<file path="src/rtl/uvi_pkg.sv">
// Shared constants and types for the unique value indexer.
package uvi_pkg;

  localparam int TABLE_DEPTH  = 256;
  localparam int MAX_ELEMENTS = 65536;

  localparam int VALUE_W = 32;
  localparam int SLOT_W  = 8;
  localparam int POS_W   = 16;
  localparam int IDX_W   = (TABLE_DEPTH > 1) ? $clog2(TABLE_DEPTH) : 1;
  localparam int USED_W  = $clog2(TABLE_DEPTH + 1);
  localparam int COUNT_W = $clog2(MAX_ELEMENTS + 1);

  typedef struct packed {
    logic             active;
    logic             hit;
    logic [IDX_W-1:0] slot;
  } search_tok_t;

  typedef enum logic {
    ST_IDLE,
    ST_SEARCH
  } state_t;

endpackage

</file>
<file path="src/rtl/uvi_cell.sv">
// One table entry of the compare chain: holds a value and passes the search token on.
module uvi_cell (
  input  logic                          clk,
  input  logic                          rst,
  input  logic [uvi_pkg::IDX_W-1:0]     index,
  input  logic [uvi_pkg::VALUE_W-1:0]   key,
  input  logic [uvi_pkg::USED_W-1:0]    used,
  input  logic                          wr_en,
  input  logic [uvi_pkg::IDX_W-1:0]     wr_slot,
  input  logic [uvi_pkg::VALUE_W-1:0]   wr_data,
  input  uvi_pkg::search_tok_t          tok_in,
  output uvi_pkg::search_tok_t          tok_out
);

  logic [uvi_pkg::VALUE_W-1:0] stored;
  logic                        match;

  assign match = (uvi_pkg::USED_W'(index) < used) && (stored == key);

  always_ff @(posedge clk) begin
    if (wr_en && (wr_slot == index)) begin
      stored <= wr_data;
    end
  end

  always_ff @(posedge clk) begin
    if (rst) begin
      tok_out <= '0;
    end else begin
      tok_out.active <= tok_in.active;
      tok_out.hit    <= tok_in.hit | match;
      tok_out.slot   <= tok_in.hit ? tok_in.slot : index;
    end
  end

endmodule

</file>
<file path="config.mk">
export PLATFORM = sky130hd
export DESIGN_NAME = uvi_cell
export DESIGN_NICKNAME = d
export VERILOG_FILES = /design/src/rtl/uvi_pkg.sv /design/src/rtl/uvi_cell.sv
export SDC_FILE = /design/constraint.sdc
export NUM_CORES = 1
export LEC_CHECK = 0
export ABC_AREA = 1
export BUFFER_PORTS_ARGS = -buffer_cell sky130_fd_sc_hd__buf_2
export CAP_MARGIN = 5
export CORE_AREA = 2 2 81 68
export DETAILED_ROUTE_END_ITERATION = 6
export DIE_AREA = 0 0 83 70
export GPL_ROUTABILITY_DRIVEN = 0
export HOLD_SLACK_MARGIN = 0.03
export PLACE_DENSITY = 0.91
export SYNTH_ARGS = -nofsm -noshare
export SYNTH_HDL_FRONTEND = slang
export SYNTH_SLANG_ARGS = --single-unit
export TNS_END_PERCENT = 1
</file>
<file path="constraint.sdc">
create_clock -name clk -period 2.8 [get_ports clk]
set_clock_uncertainty 0.05 [all_clocks]
set_input_delay 0.28 -clock clk [delete_from_list [all_inputs] [get_ports clk]]
set_output_delay 0.28 -clock clk [all_outputs]
set_load 0.05 [all_outputs]
</file>
==> impl_results.md, run 1 <==
- Kind of end point of the critical path: register
- Hold Vio Cnt, Final: 0
- RSZ-0062 raised after global routing: false
- Hold Crit Depth: 1
- R2r startpoint: stored[24]
- Logic pwr share: 16.3%
- Tmin final: 1.79 ns
- Hold_buf cts: 0
- Die area: 5810 sq um
- Iter 0 DRT Violations: 44
- Cts bufs inserted: 5
- Actual slew at the worst max-slew pin: 0.512 ns
- DRC violations left: 0
- Setup violators final: 0
- Area of the core: 5130 sq um
- PD cells: 432 nW/um^2
- Worst hold endpoint: stored[13]
- Most frequent cells in the layout: buf_2 (111), nand2_1 (91), inv_1 (70)
- H-tree depth: 2
- HPWL after detailed placement: 4100 microns
- FF-to-FF setup slack: 1.53 ns
- CP Class: in2reg
- Count of pins over their slew limit: 0
- Synth Area in Compound Gates: 5.84%
- Final period util: 63.9%
- PortBufs: 111
- Reg2Reg Depth: 7
- Grt total ovfl: 0
- Setup crit start kind: primary input
- All-Layer GR Usage: 17.5%
- Rows: 24
- Clock power frac: 30.5%
- Post-Synthesis Cells: 277
- DIE WIDTH: 83 microns
- Initial antenna violation count: 0
- Root Buffer: clkbuf_8
- Pint: 952 uW
- Mapped Avg Cell Area: 8.05 sq um
- Placed insts: 452
- Clock tree sinks: 42
- Synth unique cells: 21
- Synth Cell Area: 2230 sq um
- Yosys warnings: 0
- Routed length per instance: 10.4 microns
- Max Cap Violations: 0
- Post-Synth Simple-Gate Area: 21.3%
- Status: complete, no violations
- Post-Route Setup TNS: 0 ns
- Sequential area share after synthesis: 52.1%
- First-pass GRT wire length: 8360 microns
- Crit path DAT: 1.73 ns
- Share of cells above drive strength 1: 31.1%
- Total wire length: 4800 microns
- Die Ht: 70 microns
- Drt pass-1 iters: 4
- Commonest non-fill, non-tap cell in the layout: buf_2
- ANT cells: 0
- Post-Synth Adder-Cell Area: 3.93%
- Starting density of the core: 43.4%
- Non-Filler Instances: 460
- Placed instance area: 2870 sq um
- CTS resizes: 0
- Net Sw Frac: 25.7%
- Max Fclk: 0.559 GHz
- Cell area after layout: 2970 sq um
- Area Overhead vs Synth: 33.1%
- Slew Limit Headroom: 65.8%
- Pin count of the biggest net entering global routing: 18
- Post-Synth XOR/XNOR Area: 4.71%
- Largest family of logic cells by synthesized area: simple AND/OR/NAND/NOR gates
- CTS tree: done
- Flop pwr share: 53.3%
- Peak supply drop: 0.370 mV
- Mux cell area share after synthesis: 0%
- Post-route ant nets: 0
- Nets: 503
- Syn Nets: 386
- Sw Pwr: 330 uW
- Clk Latency, worst-skew pair: 0.29 ns
- Setup Buffers After CTS: 0
- Num ports: 112
- Post-DR vias/cell: 4.44
- Clock transition at the registers of the reported paths: 0.08 ns
- CP Max Fanout: 17
- RR Endpoint: tok_out[8]
- Lkg Pwr: 1.63 nW
- Vias in the first global route: 2,140
- Number of synthesized register bits: 42
- Worst path required time: 2.74 ns
- Clk buf depth: 2
- Hold Crit Class: in2reg
- Vias after detailed routing: 2,043
- Min-delay src: wr_data[13]
-- power by group through the flow --
stage / sequential, mW / clock [mW] / combinational [mW]
2_1_floorplan: 0.730 / 0 / 0.0729
6_report: 0.683 / 0.391 / 0.209
4_1_cts: 0.683 / 0.405 / 0.210
3_3_place_gp: 0.697 / 0 / 0.204
5_1_grt: 0.684 / 0.430 / 0.235
3_5_place_dp: 0.697 / 0 / 0.209
-- sequential cells by signal, indices dropped and copies added (netlist names) --
signal	cells
stored	32
tok_out	10
-- final cells by class --
cell class              count  area [sq um]
clock buffers               5          68.8
clock inverters             3          25.0
fillers                   494          2170
inverters                  70           263
multi-input cells         163           805
flip-flops and latches     42          1160
well taps                  65          81.3
repair buffers            112           563
-- worst max path at each step --
stage | startpoint | end | cells past startpoint
after floorplan | index[2] | stored[0] | 4
after CTS | index[2] | stored[22] | 6
after detailed placement | index[2] | stored[22] | 6
after global placement | index[2] | stored[16] | 6
final | index[2] | stored[23] | 6
after global routing | index[2] | stored[14] | 6
-- cells by family after synthesis --
family	count (synthesis)
xor+xnor	12
buf+inv	72
flops	42
fa+ha+maj	7
simple gates	123
compound gates	21
-- synthesized netlist by cell type --
library cell	instances	area share, %
a21oi_2	1	0.39
nor2_1	24	4.0
a211oi_1	4	1.3
clkbuf_1	1	0.17
dfxtp_1	10	9.0
ha_1	7	3.9
edfxtp_1	32	43
a221oi_1	1	0.39
nand3_1	6	1.3
xnor2_1	10	3.9
o22ai_1	1	0.28
nand4_1	1	0.28
o2111ai_1	1	0.39
nor2_2	1	0.28
o21ai_0	3	0.67
a21boi_0	1	0.34
a21oi_1	9	2.0
nand2_1	91	15
inv_1	70	12
buf_2	1	0.22
xor2_1	2	0.79
-- stage by stage --
step	hold WS, ns	utilization [%]	power (mW)	worst slack, ns
after global routing	0.0905	57.8	1.35	0.864
after detailed placement	0.408	55.9	0.907	0.693
after CTS	0.104	57.8	1.30	1.00
after global placement	0.406	55.9	0.901	0.759
after floorplan	0.329	-	0.803	0.252
final	0.112	57.8	1.28	1.01
-- critical path, stage by stage --
cell,delay [ns]
buf_2,0.13
xor2_1,0.17
a221oi_1,0.22
nand3_1,0.16
nor2_4,0.43
buf_4,0.32
-- routing by layer --
metal  vias to the layer above  GRT usage [%]  wire (microns)
li1                       1070              -               -
met1                       901           19.8            2030
met2                        68           33.0            2420
met3                         4           4.96             325
met4                         0           3.46              27
met5                         -              0               0
Note: power is estimated with default switching activity, not from simulation.
==> run 2: changes to the inputs <==
==> constraint.sdc (replaced) <==
create_clock -name clk -period 1.7 [get_ports clk]
set_clock_uncertainty 0.05 [all_clocks]
set_input_delay 0.17 -clock clk [delete_from_list [all_inputs] [get_ports clk]]
set_output_delay 0.17 -clock clk [all_outputs]
set_load 0.05 [all_outputs]
==> run 2 against run 1 <==
Net effect:
- critical path type unchanged
- largest power group unchanged
- via count grew 7.6%
- register-to-register slack lost 1.1 ns
- non-clock buffer count up 34
- highest routed layer unchanged
==> impl_results.md, run 2 (synthesized netlist as in run 1, its figures left out) <==
- Iter 0 DRT Violations: 42 (-4.5%)
- CTS tree: done
- Grt total ovfl: 0 (unchanged)
- Post-DR vias/cell: 4.45 (+0.23%)
- Cell area after layout: 3310 sq um (+12%)
- Count of pins over their slew limit: 0 (unchanged)
- First-pass GRT wire length: 8900 microns (+6.5%)
- Routed length per instance: 11.1 microns (+6.6%)
- CP Max Fanout: 30 (+13)
- Die Ht: 70 microns (unchanged)
- Setup violators final: 0 (unchanged)
- CP Class: in2reg
- Post-route ant nets: 0 (unchanged)
- Rows: 24 (unchanged)
- Area Overhead vs Synth: 48.6%
- Biggest regs: stored: 32 flops, tok_out: 10 flops
- Most flops, register: stored
- Status: complete, no violations
- Area of the core: 5130 sq um (unchanged)
- Placed instance area: 2890 sq um (+0.70%)
- Slew Limit Headroom: 73.8% (+8.0 points)
- Clock transition at the registers of the reported paths: 0.08 ns (about the same)
- DIE WIDTH: 83 microns (unchanged)
- Max Cap Violations: 0 (unchanged)
- Lkg Pwr: 1.78 nW (+8.9%)
- Max Fclk: 0.793 GHz
- FF-to-FF setup slack: 0.46 ns (-1.07 ns)
- Num ports: 112 (unchanged)
- Most frequent cells in the layout: buf_2 (111), nand2_1 (91), inv_1 (70)
- Clk Latency, worst-skew pair: 0.29 ns (about the same)
- Worst path required time: 1.64 ns (-1.10 ns)
- HPWL after detailed placement: 4040 microns (-1.6%)
- Crit path DAT: 1.20 ns (-0.53 ns)
- Vias in the first global route: 2,252 (+5.2%)
- Initial antenna violation count: 0 (unchanged)
- Setup Buffers After CTS: 0 (unchanged)
- Number of flip-flops in the largest register: 32 (unchanged)
- Post-Route Setup TNS: 0 ns (unchanged)
- Share of cells above drive strength 1: 28.9% (-2.2 points)
- RSZ-0062 raised after global routing: false
- Nets: 537 (+6.8%)
- Hold Crit Class: in2reg
- Setup crit start kind: primary input
- Tmin final: 1.26 ns
- Drt pass-1 iters: 4 (unchanged)
- Kind of end point of the critical path: register
- Layout fillers: 423 (-14%)
- Total wire length: 5500 microns (+14%)
- PD cells: 654 nW/um^2 (+51%)
- Commonest non-fill, non-tap cell in the layout: buf_2
- DRC violations left: 0 (unchanged)
- Peak supply drop: 0.517 mV (+40%)
- Clk buf depth: 2 (unchanged)
- Starting density of the core: 43.4% (unchanged)
- Final period util: 74.2%
- ANT cells: 0 (unchanged)
- Hold Vio Cnt, Final: 0 (unchanged)
- Finished Core Util: 64.5% (+6.7 points)
- Actual slew at the worst max-slew pin: 0.393 ns (-0.119 ns)
- Hold WS: 0.0743 ns (-0.0374 ns)
- Root Buffer: clkbuf_8
- All-Layer GR Usage: 19.2% (+1.7 points)
- PortBufs: 111 (unchanged)
- Pin count of the biggest net entering global routing: 31 (+13)
- Cts bufs inserted: 5 (unchanged)
- Clock tree sinks: 42 (unchanged)
- H-tree depth: 2 (unchanged)
- Vias after detailed routing: 2,199 (+7.6%)
- Die area: 5810 sq um (unchanged)
==> run 2: cell types whose count changed in the layout (fill, tap and decap cells not counted), sizes merged <==
cell,change
buf,+1
inv,-1
dlygate4sd3,+33
clkinv,+1
==> run 2: final cells by class <==
cell class | instances | area [sq um] | area share [%]
tap | 65 | 81.3 | 2.45
inverter | 70 | 263 | 7.93
sequential | 42 | 1160 | 35.0
multi-input combinational | 163 | 805 | 24.3
timing repair buffer | 146 | 913 | 27.6
clock buffer | 5 | 68.8 | 2.08
clock inverter | 3 | 21.3 | 0.642
==> run 2: report_power, final <==
part,leakage [nW],switching (mW),internal (mW),total (mW)
clock,0.0441,0.349,0.288,0.637
sequential,0.371,0.00531,1.12,1.13
combinational,1.36,0.203,0.203,0.406
==> run 2: final timing paths <==
path,startpoint,to,cells after the start
worst min-delay path,tok_in[5],tok_out[5],3
worst max-delay path,index[2],stored[22],6
worst max register to register,stored[16],tok_out[8],9
worst min register to register,stored[4],tok_out[8],7
==> run 2: layer usage <==
metal  share of wire, %  GRT usage (%)  vias up  wire length (microns)
met1                 39           19.3      967                   2130
met2                 54           37.8       84                   2950
met3                5.8           5.20       11                    318
li1                   -              -     1137                      -
met4                1.7           6.56        0                     93
met5                  0              0        -                      0
==> run 2: per-stage QoR <==
stage / setup slack [ns] / total power [mW] / instances
2_1_floorplan: 0.0934 / 1.32 / 277
3_3_place_gp: 0.178 / 1.48 / 453
3_5_place_dp: 0.151 / 1.49 / 453
4_1_cts: 0.438 / 2.19 / 494
5_1_grt: 0.330 / 2.27 / 494
6_report: 0.439 / 2.17 / 494
==> run 2: worst max-delay path: stages <==
cell and delay (ns):
buf_2 0.12, xor2_1 0.16, a221oi_1 0.22, nand3_1 0.17, nor2_4 0.14, buf_12 0.20
==> run 2: timing repair <==
| item | 4_1_cts | 5_1_grt |
|---|---|---|
| resized for setup | 0 | 0 |
| hold buffers | 33 | 0 |
| endpoints found under the hold margin | 33 | 0 |
